## config.mk

```make
export PLATFORM = sky130hd
export DESIGN_NAME = timer_queue_scheduler_core
export DESIGN_NICKNAME = d
export VERILOG_FILES = /design/src/tqs_pkg.sv /design/src/tqs_ram.sv /design/src/tqs_ctrl.sv /design/src/tqs_dp.sv /design/src/timer_queue_scheduler_core.sv
export VERILOG_INCLUDE_DIRS = /design/src /design/src/src
export SDC_FILE = /design/constraint.sdc
export NUM_CORES = 2
export LEC_CHECK = 0
export BUFFER_PORTS_ARGS = -buffer_cell sky130_fd_sc_hd__buf_2
export CAP_MARGIN = 15
export CORE_UTILIZATION = 45
export CTS_CLUSTER_DIAMETER = 60
export CTS_CLUSTER_SIZE = 25
export DETAILED_ROUTE_END_ITERATION = 10
export RECOVER_POWER = 50
export SLEW_MARGIN = 5
export SYNTH_ARGS = -nofsm -noshare
export SYNTH_HDL_FRONTEND = slang
export SYNTH_SLANG_ARGS = --single-unit
```

## constraint.sdc

```tcl
create_clock -name clk -period 8.41 [get_ports clk]
set_input_delay 0.841 -clock clk [delete_from_list [all_inputs] [get_ports clk]]
set_output_delay 0.841 -clock clk [all_outputs]
set_load 0.05 [all_outputs]
```

## src/timer_queue_scheduler_core_defines.svh

```systemverilog
// ----------------------------------------------------------------------------
// Timer queue scheduler assertion macros
// Concurrent checks on clk, disabled while arst_n is low.
// ----------------------------------------------------------------------------
`ifndef TIMER_QUEUE_SCHEDULER_CORE_DEFINES_SVH
`define TIMER_QUEUE_SCHEDULER_CORE_DEFINES_SVH
`ifndef NO_ASSERTIONS
`define TQS_ASSERT_NOW(lbl, ante, cons) \
	lbl: assert property (@(posedge clk) disable iff (!arst_n) (ante) |-> (cons)) \
	else $error("tqs check failed");
`define TQS_ASSERT_NEXT(lbl, ante, cons) \
	lbl: assert property (@(posedge clk) disable iff (!arst_n) (ante) |=> (cons)) \
	else $error("tqs check failed");
`else
`define TQS_ASSERT_NOW(lbl, ante, cons)
`define TQS_ASSERT_NEXT(lbl, ante, cons)
`endif
`endif

```

## src/tqs_pkg.sv

```systemverilog
// ----------------------------------------------------------------------------
// Timer queue scheduler package
// Beat types, request and status codes, controller/datapath links.
// ----------------------------------------------------------------------------
`timescale 1ns / 1ps
`default_nettype none
package tqs_pkg;

	localparam int TIME_BITS = 48;

	localparam logic [1:0] REQ_ADD    = 2'd0;
	localparam logic [1:0] REQ_CANCEL = 2'd1;
	localparam logic [1:0] REQ_TICK   = 2'd2;

	localparam logic [1:0] ST_OK    = 2'd0;
	localparam logic [1:0] ST_FULL  = 2'd1;
	localparam logic [1:0] ST_BADID = 2'd2;

	localparam logic [19:0] MIN_DELAY_RST = 20'd1000;

	typedef struct packed {
		logic [1:0]           req_type;
		logic [3:0]           timer_id;
		logic [TIME_BITS-1:0] expiry_time;
		logic [TIME_BITS-1:0] repeat_interval;
		logic [TIME_BITS-1:0] now_time;
	} tqs_req_t;

	typedef struct packed {
		logic [3:0]           result_id;
		logic                 fired;
		logic                 rearm;
		logic [TIME_BITS-1:0] rearm_delay;
		logic [1:0]           status;
		logic                 last;
	} tqs_rsp_t;

	typedef struct packed {
		logic load;
		logic scan_start;
		logic fire;
		logic finish;
	} tqs_cmd_t;

	typedef struct packed {
		logic [1:0] req_type;
		logic       full;
		logic       scan_done;
		logic       best_vld;
		logic       hold_vld;
		logic       out_free;
	} tqs_sts_t;

endpackage
`default_nettype wire

```

## src/tqs_ram.sv

```systemverilog
// ----------------------------------------------------------------------------
// Generic RAM
// One write port, one read port, registered read data.
// ----------------------------------------------------------------------------
`timescale 1ns / 1ps
`default_nettype none
module tqs_ram #(
	parameter int WIDTH = 48,
	parameter int DEPTH = 16
) (
	input  wire                                    clk,
	input  wire                                    we,
	input  wire [(DEPTH > 1 ? $clog2(DEPTH) : 1)-1:0] waddr,
	input  wire [WIDTH-1:0]                        wdata,
	input  wire [(DEPTH > 1 ? $clog2(DEPTH) : 1)-1:0] raddr,
	output logic [WIDTH-1:0]                       rdata
);
	logic [WIDTH-1:0] mem_q [DEPTH];

	always_ff @(posedge clk) begin
		if (we) begin
			mem_q[waddr] <= wdata;
		end
		rdata <= mem_q[raddr];
	end
endmodule
`default_nettype wire

```

## src/tqs_ctrl.sv

```systemverilog
// ----------------------------------------------------------------------------
// Timer queue scheduler controller
// Sequences request decode, slot scans, timer firing and result beats.
// ----------------------------------------------------------------------------
`timescale 1ns / 1ps
`default_nettype none
module tqs_ctrl import tqs_pkg::*; (
	input  wire       clk,
	input  wire       arst_n,
	input  wire       in_valid,
	output logic      in_stall,
	input  tqs_sts_t  sts,
	output tqs_cmd_t  cmd
);
	typedef enum logic [5:0] {
		S_IDLE  = 6'b000001,
		S_START = 6'b000010,
		S_SCAN  = 6'b000100,
		S_FRD   = 6'b001000,
		S_FWR   = 6'b010000,
		S_FIN   = 6'b100000
	} state_t;

	state_t state_q, state_d;

	always_comb begin
		state_d = state_q;
		cmd     = '0;
		unique case (state_q)
			S_IDLE: begin
				if (in_valid) begin
					cmd.load = 1'b1;
					state_d  = S_START;
				end
			end
			S_START: begin
				unique case (sts.req_type)
					REQ_ADD: begin
						if (sts.full) begin
							state_d = S_FIN;
						end else begin
							cmd.scan_start = 1'b1;
							state_d        = S_SCAN;
						end
					end
					REQ_CANCEL: state_d = S_FIN;
					REQ_TICK: begin
						cmd.scan_start = 1'b1;
						state_d        = S_SCAN;
					end
					default: state_d = S_IDLE;
				endcase
			end
			S_SCAN: begin
				if (sts.scan_done) begin
					state_d = (sts.req_type == REQ_TICK && sts.best_vld) ? S_FRD : S_FIN;
				end
			end
			S_FRD: state_d = S_FWR;
			S_FWR: begin
				if (!sts.hold_vld || sts.out_free) begin
					cmd.fire       = 1'b1;
					cmd.scan_start = 1'b1;
					state_d        = S_SCAN;
				end
			end
			S_FIN: begin
				if (sts.out_free) begin
					cmd.finish = 1'b1;
					state_d    = S_IDLE;
				end
			end
			default: state_d = S_IDLE;
		endcase
	end

	always_ff @(posedge clk or negedge arst_n) begin
		if (!arst_n) begin
			state_q <= S_IDLE;
		end else begin
			state_q <= state_d;
		end
	end

	assign in_stall = (state_q != S_IDLE);
endmodule
`default_nettype wire

```

## src/tqs_dp.sv

```systemverilog
// ----------------------------------------------------------------------------
// Timer queue scheduler datapath
// Slot tables, scan comparators, rearm delay unit and result register.
// ----------------------------------------------------------------------------
`timescale 1ns / 1ps
`default_nettype none
module tqs_dp import tqs_pkg::*; #(
	parameter int TIMER_SLOTS = 16
) (
	input  wire         clk,
	input  wire         arst_n,
	input  tqs_req_t    in_data,
	input  wire  [19:0] min_delay,
	input  tqs_cmd_t    cmd,
	output tqs_sts_t    sts,
	output logic        out_valid,
	input  wire         out_stall,
	output tqs_rsp_t    out_data
);
	localparam int IDX_W = (TIMER_SLOTS > 1) ? $clog2(TIMER_SLOTS) : 1;
	localparam logic [IDX_W-1:0] LAST_IDX = IDX_W'(TIMER_SLOTS - 1);

	tqs_req_t               req_q;
	logic [TIMER_SLOTS-1:0] active_q;
	logic                   scan_on_q, vld_s1, done_q;
	logic [IDX_W-1:0]       scan_idx_q, idx_s1;
	logic                   best_vld_q, live_vld_q, hold_vld_q;
	logic [IDX_W-1:0]       best_idx_q, hold_id_q;
	logic [TIME_BITS-1:0]   best_exp_q, live_exp_q;
	logic                   out_vld_q;
	tqs_rsp_t               out_q;

	logic [TIME_BITS-1:0] now_t, exp_t, ivl_t, rd_exp, rd_ivl;
	logic [TIME_BITS:0]   restart_sum;
	logic [TIME_BITS-1:0] restart_t, dly_arg, dly_diff, dly, min_t;
	logic [IDX_W-1:0]     free_idx;
	logic                 full, out_free, id_ok, add_rearm, add_ok, act_s1;
	logic                 exp_we;
	logic [IDX_W-1:0]     exp_waddr;
	logic [TIME_BITS-1:0] exp_wdata;
	tqs_rsp_t             fin_rsp, hold_rsp;

	assign now_t = TIME_BITS'(req_q.now_time);
	assign exp_t = TIME_BITS'(req_q.expiry_time);
	assign ivl_t = TIME_BITS'(req_q.repeat_interval);
	assign min_t = TIME_BITS'(min_delay);

	always_ff @(posedge clk) begin
		if (cmd.load) begin
			req_q <= in_data;
		end
	end

	always_comb begin
		free_idx = '0;
		full     = 1'b1;
		for (int i = TIMER_SLOTS - 1; i >= 0; i--) begin
			if (!active_q[i]) begin
				free_idx = IDX_W'(i);
				full     = 1'b0;
			end
		end
	end

	assign add_ok = cmd.finish && req_q.req_type == REQ_ADD && !full;
	assign id_ok  = (32'(req_q.timer_id) < TIMER_SLOTS) &&
		active_q[IDX_W'(req_q.timer_id)];

	// scan sweep: address issue, then compare on the registered read
	always_ff @(posedge clk or negedge arst_n) begin
		if (!arst_n) begin
			scan_on_q  <= 1'b0;
			scan_idx_q <= '0;
			vld_s1     <= 1'b0;
			done_q     <= 1'b0;
		end else begin
			if (cmd.scan_start) begin
				scan_on_q  <= 1'b1;
				scan_idx_q <= '0;
			end else if (scan_on_q) begin
				if (scan_idx_q == LAST_IDX) begin
					scan_on_q <= 1'b0;
				end else begin
					scan_idx_q <= scan_idx_q + 1'b1;
				end
			end
			vld_s1 <= scan_on_q;
			done_q <= vld_s1 && idx_s1 == LAST_IDX;
		end
	end

	always_ff @(posedge clk) begin
		idx_s1 <= scan_idx_q;
	end

	assign act_s1 = active_q[idx_s1];

	always_ff @(posedge clk or negedge arst_n) begin
		if (!arst_n) begin
			best_vld_q <= 1'b0;
			live_vld_q <= 1'b0;
		end else if (cmd.scan_start) begin
			best_vld_q <= 1'b0;
			live_vld_q <= 1'b0;
		end else if (vld_s1 && act_s1) begin
			if (!live_vld_q || rd_exp < live_exp_q) begin
				live_vld_q <= 1'b1;
			end
			if (rd_exp < now_t && (!best_vld_q || rd_exp < best_exp_q)) begin
				best_vld_q <= 1'b1;
			end
		end
	end

	always_ff @(posedge clk) begin
		if (vld_s1 && act_s1 && !cmd.scan_start) begin
			if (!live_vld_q || rd_exp < live_exp_q) begin
				live_exp_q <= rd_exp;
			end
			if (rd_exp < now_t && (!best_vld_q || rd_exp < best_exp_q)) begin
				best_exp_q <= rd_exp;
				best_idx_q <= idx_s1;
			end
		end
	end

	// restart at now + interval, saturating
	assign restart_sum = {1'b0, now_t} + {1'b0, rd_ivl};
	assign restart_t   = restart_sum[TIME_BITS] ? '1 : restart_sum[TIME_BITS-1:0];

	assign exp_we    = add_ok || (cmd.fire && rd_ivl != '0);
	assign exp_waddr = cmd.fire ? best_idx_q : free_idx;
	assign exp_wdata = cmd.fire ? restart_t : exp_t;

	tqs_ram #(.WIDTH(TIME_BITS), .DEPTH(TIMER_SLOTS)) u_exp_ram (
		.clk   (clk),
		.we    (exp_we),
		.waddr (exp_waddr),
		.wdata (exp_wdata),
		.raddr (scan_idx_q),
		.rdata (rd_exp)
	);

	tqs_ram #(.WIDTH(TIME_BITS), .DEPTH(TIMER_SLOTS)) u_ivl_ram (
		.clk   (clk),
		.we    (add_ok),
		.waddr (free_idx),
		.wdata (ivl_t),
		.raddr (best_idx_q),
		.rdata (rd_ivl)
	);

	always_ff @(posedge clk or negedge arst_n) begin
		if (!arst_n) begin
			active_q <= '0;
		end else begin
			if (add_ok) begin
				active_q[free_idx] <= 1'b1;
			end
			if (cmd.finish && req_q.req_type == REQ_CANCEL && id_ok) begin
				active_q[IDX_W'(req_q.timer_id)] <= 1'b0;
			end
			if (cmd.fire && rd_ivl == '0) begin
				active_q[best_idx_q] <= 1'b0;
			end
		end
	end

	// fired slot held back until it is known whether it closes the tick
	always_ff @(posedge clk or negedge arst_n) begin
		if (!arst_n) begin
			hold_vld_q <= 1'b0;
		end else if (cmd.fire) begin
			hold_vld_q <= 1'b1;
		end else if (cmd.finish) begin
			hold_vld_q <= 1'b0;
		end
	end

	always_ff @(posedge clk) begin
		if (cmd.fire) begin
			hold_id_q <= best_idx_q;
		end
	end

	// rearm delay: max(expiry - now, min), min when already due
	assign dly_arg   = (req_q.req_type == REQ_ADD) ? exp_t : live_exp_q;
	assign dly_diff  = dly_arg - now_t;
	assign dly       = (dly_arg <= now_t || dly_diff < min_t) ? min_t : dly_diff;
	assign add_rearm = !live_vld_q || exp_t < live_exp_q;

	always_comb begin
		fin_rsp      = '0;
		fin_rsp.last = 1'b1;
		unique case (req_q.req_type)
			REQ_ADD: begin
				if (full) begin
					fin_rsp.status = ST_FULL;
				end else begin
					fin_rsp.result_id   = 4'(free_idx);
					fin_rsp.rearm       = add_rearm;
					fin_rsp.rearm_delay = add_rearm ? dly : '0;
				end
			end
			REQ_CANCEL: begin
				fin_rsp.result_id = req_q.timer_id;
				fin_rsp.status    = id_ok ? ST_OK : ST_BADID;
			end
			default: begin
				fin_rsp.result_id   = hold_vld_q ? 4'(hold_id_q) : 4'd0;
				fin_rsp.fired       = hold_vld_q;
				fin_rsp.rearm       = live_vld_q;
				fin_rsp.rearm_delay = live_vld_q ? dly : '0;
			end
		endcase
	end

	always_comb begin
		hold_rsp           = '0;
		hold_rsp.result_id = 4'(hold_id_q);
		hold_rsp.fired     = 1'b1;
	end

	assign out_free = !out_vld_q || !out_stall;

	always_ff @(posedge clk or negedge arst_n) begin
		if (!arst_n) begin
			out_vld_q <= 1'b0;
		end else if (cmd.finish || (cmd.fire && hold_vld_q)) begin
			out_vld_q <= 1'b1;
		end else if (!out_stall) begin
			out_vld_q <= 1'b0;
		end
	end

	always_ff @(posedge clk) begin
		if (cmd.finish) begin
			out_q <= fin_rsp;
		end else if (cmd.fire && hold_vld_q) begin
			out_q <= hold_rsp;
		end
	end

	assign out_valid = out_vld_q;
	assign out_data  = out_q;

	assign sts.req_type  = req_q.req_type;
	assign sts.full      = full;
	assign sts.scan_done = done_q;
	assign sts.best_vld  = best_vld_q;
	assign sts.hold_vld  = hold_vld_q;
	assign sts.out_free  = out_free;
endmodule
`default_nettype wire

```

## src/timer_queue_scheduler_core.sv

```systemverilog
// ----------------------------------------------------------------------------
// Timer queue scheduler core
// Table of software timers: add, cancel and tick with ordered expiry beats.
// ----------------------------------------------------------------------------
// channel  | handshake           | payload
// in       | in_valid / in_stall   | in_data  (tqs_req_t)
// out      | out_valid / out_stall | out_data (tqs_rsp_t)
// cfg      | APB psel/penable/pwrite | paddr, pwdata, prdata
//
// One request at a time. Cancel makes no sweep. Add makes one sweep of the
// expiry RAM for the earliest live timer (none when the table is full).
// Tick makes one expiry RAM sweep per fired timer plus a closing sweep.
// No clearing pass after reset: live bits are flops. Out stalls hold the
// sequencer only when a new beat must be written.
// ----------------------------------------------------------------------------
`timescale 1ns / 1ps
`default_nettype none
`include "timer_queue_scheduler_core_defines.svh"
module timer_queue_scheduler_core import tqs_pkg::*; #(
	parameter int TIMER_SLOTS = 16
) (
	input  wire         clk,
	input  wire         arst_n,
	input  wire         in_valid,
	output logic        in_stall,
	input  tqs_req_t    in_data,
	output logic        out_valid,
	input  wire         out_stall,
	output tqs_rsp_t    out_data,
	input  wire         psel,
	input  wire         penable,
	input  wire         pwrite,
	input  wire  [2:0]  paddr,
	input  wire  [31:0] pwdata,
	output logic [31:0] prdata,
	output logic        pready
);
	tqs_cmd_t    cmd;
	tqs_sts_t    sts;
	logic [19:0] min_delay_q;

	assign pready = 1'b1;

	always_ff @(posedge clk or negedge arst_n) begin
		if (!arst_n) begin
			min_delay_q <= MIN_DELAY_RST;
		end else if (psel && penable && pwrite && paddr[2] == 1'b0) begin
			min_delay_q <= pwdata[19:0];
		end
	end

	assign prdata = (paddr[2] == 1'b0) ? {12'd0, min_delay_q} : 32'd0;

	tqs_ctrl u_ctrl (
		.clk      (clk),
		.arst_n   (arst_n),
		.in_valid (in_valid),
		.in_stall (in_stall),
		.sts      (sts),
		.cmd      (cmd)
	);

	tqs_dp #(.TIMER_SLOTS(TIMER_SLOTS)) u_dp (
		.clk       (clk),
		.arst_n    (arst_n),
		.in_data   (in_data),
		.min_delay (min_delay_q),
		.cmd       (cmd),
		.sts       (sts),
		.out_valid (out_valid),
		.out_stall (out_stall),
		.out_data  (out_data)
	);

	`TQS_ASSERT_NOW(a_fired_ok, out_valid && out_data.fired, out_data.status == ST_OK)
	`TQS_ASSERT_NOW(a_no_rearm_zero, out_valid && !out_data.rearm, out_data.rearm_delay == '0)
	`TQS_ASSERT_NOW(a_full_form, out_valid && out_data.status == ST_FULL, out_data.last)
	`TQS_ASSERT_NEXT(a_busy_after_accept, in_valid && !in_stall, in_stall)
endmodule
`default_nettype wire
```

==> run metrics <==
Arr. time, crit path=7850 ps; min-delay worst type=primary input to register; clk sink count=2000; Clock Latency Late Sink=830 ps; final setup fails=0; Yosys cell types=83; first-pass GRT wire length=330400 microns; RePlAce Congestion=0.9204; R2R Setup Slk=1080 ps; Logic pwr share=27.7%; IO Count=284; Die H=434.4 microns; commonest non-fill, non-tap cell in the layout=edfxtp_1; most frequent cells in the layout=1846 x edfxtp_1, 489 x mux4_2, 304 x ha_1, 239 x nor2_1; fin crit share=87.13%; setup TNS=0 ps; initial antenna violation count=13; total gr overflow=0; layout cells sized above 1=19.52%; average cell area after synthesis=17.92 sq um; largest net degree at the start of global routing=100; root buf cell=clkbuf_16; vias in the first global route=45118; Final Cell Area=93590 sq um; Post-Place Cell Area=88770 sq um; Final Max Slew Viols=1349; maximum fanout along the worst path=57; Initial DRC Count=4537; Yosys Warn Count=0; Post-Syn Instances=4695; Post-Route Skew=57.49 ps; WHS Path Cells=1; Synth area leader=edfxtp_1; Synth area leaders=edfxtp_1 66%, mux4_2 13%, ha_1 4.5%; RR Endpoint=u_dp.out_data[17]; Worst Setup SP=u_dp.sts[6]; WL final=233400 microns; hold_ws=188.1 ps; Req. time, crit path=8930 ps; Buffers on Ports=256; Die Footprint=188700 sq um; count of cells resized by post-cts repair=0; sw frac=33.19%; cts hold-fix bufs=0; Setup crit start kind=register; core area=185600 sq um; Async SR Flop Fraction=2.650%; EDFF count, synth=1846; RSZ-0062 raised after global routing=no; worst hold start=in_data[63]; DRT antenna net count=0; Static Leak=31.78 nW; Post-CTS Setup Inserts=0; CP Capture Type=register; CTS Buf Count=140; Synth-to-Final Area Change=11.25%; register area share after synthesis=69.88%; total power=28.66 mW; CTS clock-pin slew for the worst setup and hold paths=90 ps; max_slew headroom=-175.5%; Reg-to-Reg Start=u_dp.sts[6]; Post-route DRC=0; Cells after DPL=7331; vias per cell=5.888; Routed wire per std cell=30.66 microns; drt first pass iters=6; final net count=5505; Post-synth top flop=edfxtp_1; hold endpoint=u_dp.ivl_t[15]; final hold vios=0; Max VDD drop=261.2 uV; Period minus WS final=7328 ps; Max H-tree Level=4; R2R depth=21; final core utilization=50.42%; total track usage=24.84%; clock power share=26.5%; DR vias=44812; Starting Density=45.32%; Worst Max-Slew Pin Slew=4133 ps; Max-Cap Viols=41; CTS tree=built; Max Root-Sink Buffers=3; run status=finished with violations; setup slack at placement=1091 ps; fin cells=7611; Seq pwr share=45.8%; P_int=19.15 mW; critical setup path kind=register to register; Final HPWL DP=151500 microns; failing checks=capacitance limit, slew limit; post-synth top area share=65.89%; Post-Syn Area=84120 sq um; switching pwr=9.513 mW; Final WS setup=1082 ps; Fmax achieved=0.1365 GHz; number of core rows=158; Synth Register Bits=2000; Die Width=434.4 microns; Power Density=306.2 nW/um^2
## logic make-up after synthesis
| group | Yosys count | synth area share [%] |
|---|---|---|
| AOI/OAI and AO/OA | 658 | 5.052 |
| DFF | 2000 | 69.88 |
| other | 2 | 0.008927 |
| muxes | 532 | 13.63 |
| and+or+nand+nor | 708 | 3.998 |
| xor gates and xnor gates | 95 | 0.9980 |
| adders and majority gates | 306 | 4.569 |
| buffers and inverters | 394 | 1.856 |
## final cells by class
| class | instances | area [sq um] |
|---|---|---|
| fill | 15170 | 92040 |
| clock buffer | 150 | 3572 |
| antenna | 4 | 10.01 |
| timing repair buffer | 359 | 1803 |
| tap | 2480 | 3103 |
| multi-input combinational | 2312 | 23970 |
| inverter | 194 | 728.2 |
| clock inverter | 112 | 1613 |
| sequential | 2000 | 58790 |
## cell usage after synthesis (all sizes together), types with 46 or more instances
cell type / instances
nand2: 164
ha: 304
dfrtp: 46
o21ai: 146
xor2: 47
xnor2: 48
nor2: 257
inv: 193
a21oi: 197
clkbuf: 141
mux4: 489
a21o: 128
edfxtp: 1846
dfxtp: 101
buf: 59
nand4: 78
## worst max-delay path by stage
stage                             end  slack, ps  cells after the start
floorplan               u_dp.exp_t[0]         30                      4
detailed placement  u_dp.out_data[15]       1090                     22
global route        u_dp.out_data[15]        620                     22
finish              u_dp.out_data[17]       1080                     21
CTS                 u_dp.out_data[15]       1030                     22
global placement     u_dp.out_data[5]       1160                     22
## registers in the layout, indices dropped and copies added, names as in the netlist, 2 cells and up
name / flops
u_dp.u_ivl_ram.rdata: 48
u_dp.exp_t: 48
min_delay_q: 20
u_dp.u_exp_ram.mem_q: 768
u_dp.u_ivl_ram.mem_q: 768
u_dp.out_data: 57
u_dp.now_t: 48
u_dp.req_q: 4
u_dp.best_idx_q: 4
u_dp.u_exp_ram.rdata: 48
u_ctrl.state_q: 6
u_dp.sts: 2
u_dp.best_exp_q: 48
u_dp.idx_s1: 4
u_dp.scan_idx_q: 4
u_dp.hold_id_q: 4
u_dp.active_q: 16
u_dp.live_exp_q: 48
u_dp.ivl_t: 48
## power groups by stage
| stage | sequential (mW) | clock [mW] | combinational (mW) |
|---|---|---|---|
| 2_1_floorplan | 12.6 | 0 | 5.57 |
| 3_3_place_gp | 13.3 | 0 | 7.69 |
| 3_5_place_dp | 13.3 | 0 | 7.76 |
| 4_1_cts | 13.1 | 7.75 | 7.79 |
| 5_1_grt | 13.2 | 8.08 | 8.60 |
| 6_report | 13.1 | 7.60 | 7.93 |
## per-layer routing
layer | global-route usage [%] | up-vias | wire, microns
met4 | 7.700 | 4 | 7820
li1 | - | 19431 | -
met3 | 3.399 | 301 | 12230
met2 | 42.21 | 1373 | 116500
met5 | 0 | - | 31
met1 | 33.22 | 23703 | 96750
## worst max-delay path, cell delays in order (launching register included)
cell and delay (ps):
edfxtp_1 580, nor2_4 430, buf_4 520, o21ai_0 180, ha_1 420, and3_1 220, o311ai_0 270, a21bo_2 340
o21ai_0 200, xor2_1 460, ha_1 340, a211oi_1 250, o22a_1 180, o221ai_1 180, a211oi_1 450, o311ai_0 200
or4_1 430, nor3_1 260, and4_1 270, a31oi_4 380, mux2i_1 320, nor2_1 60
No activity file was read; power rests on OpenSTA's default activity.
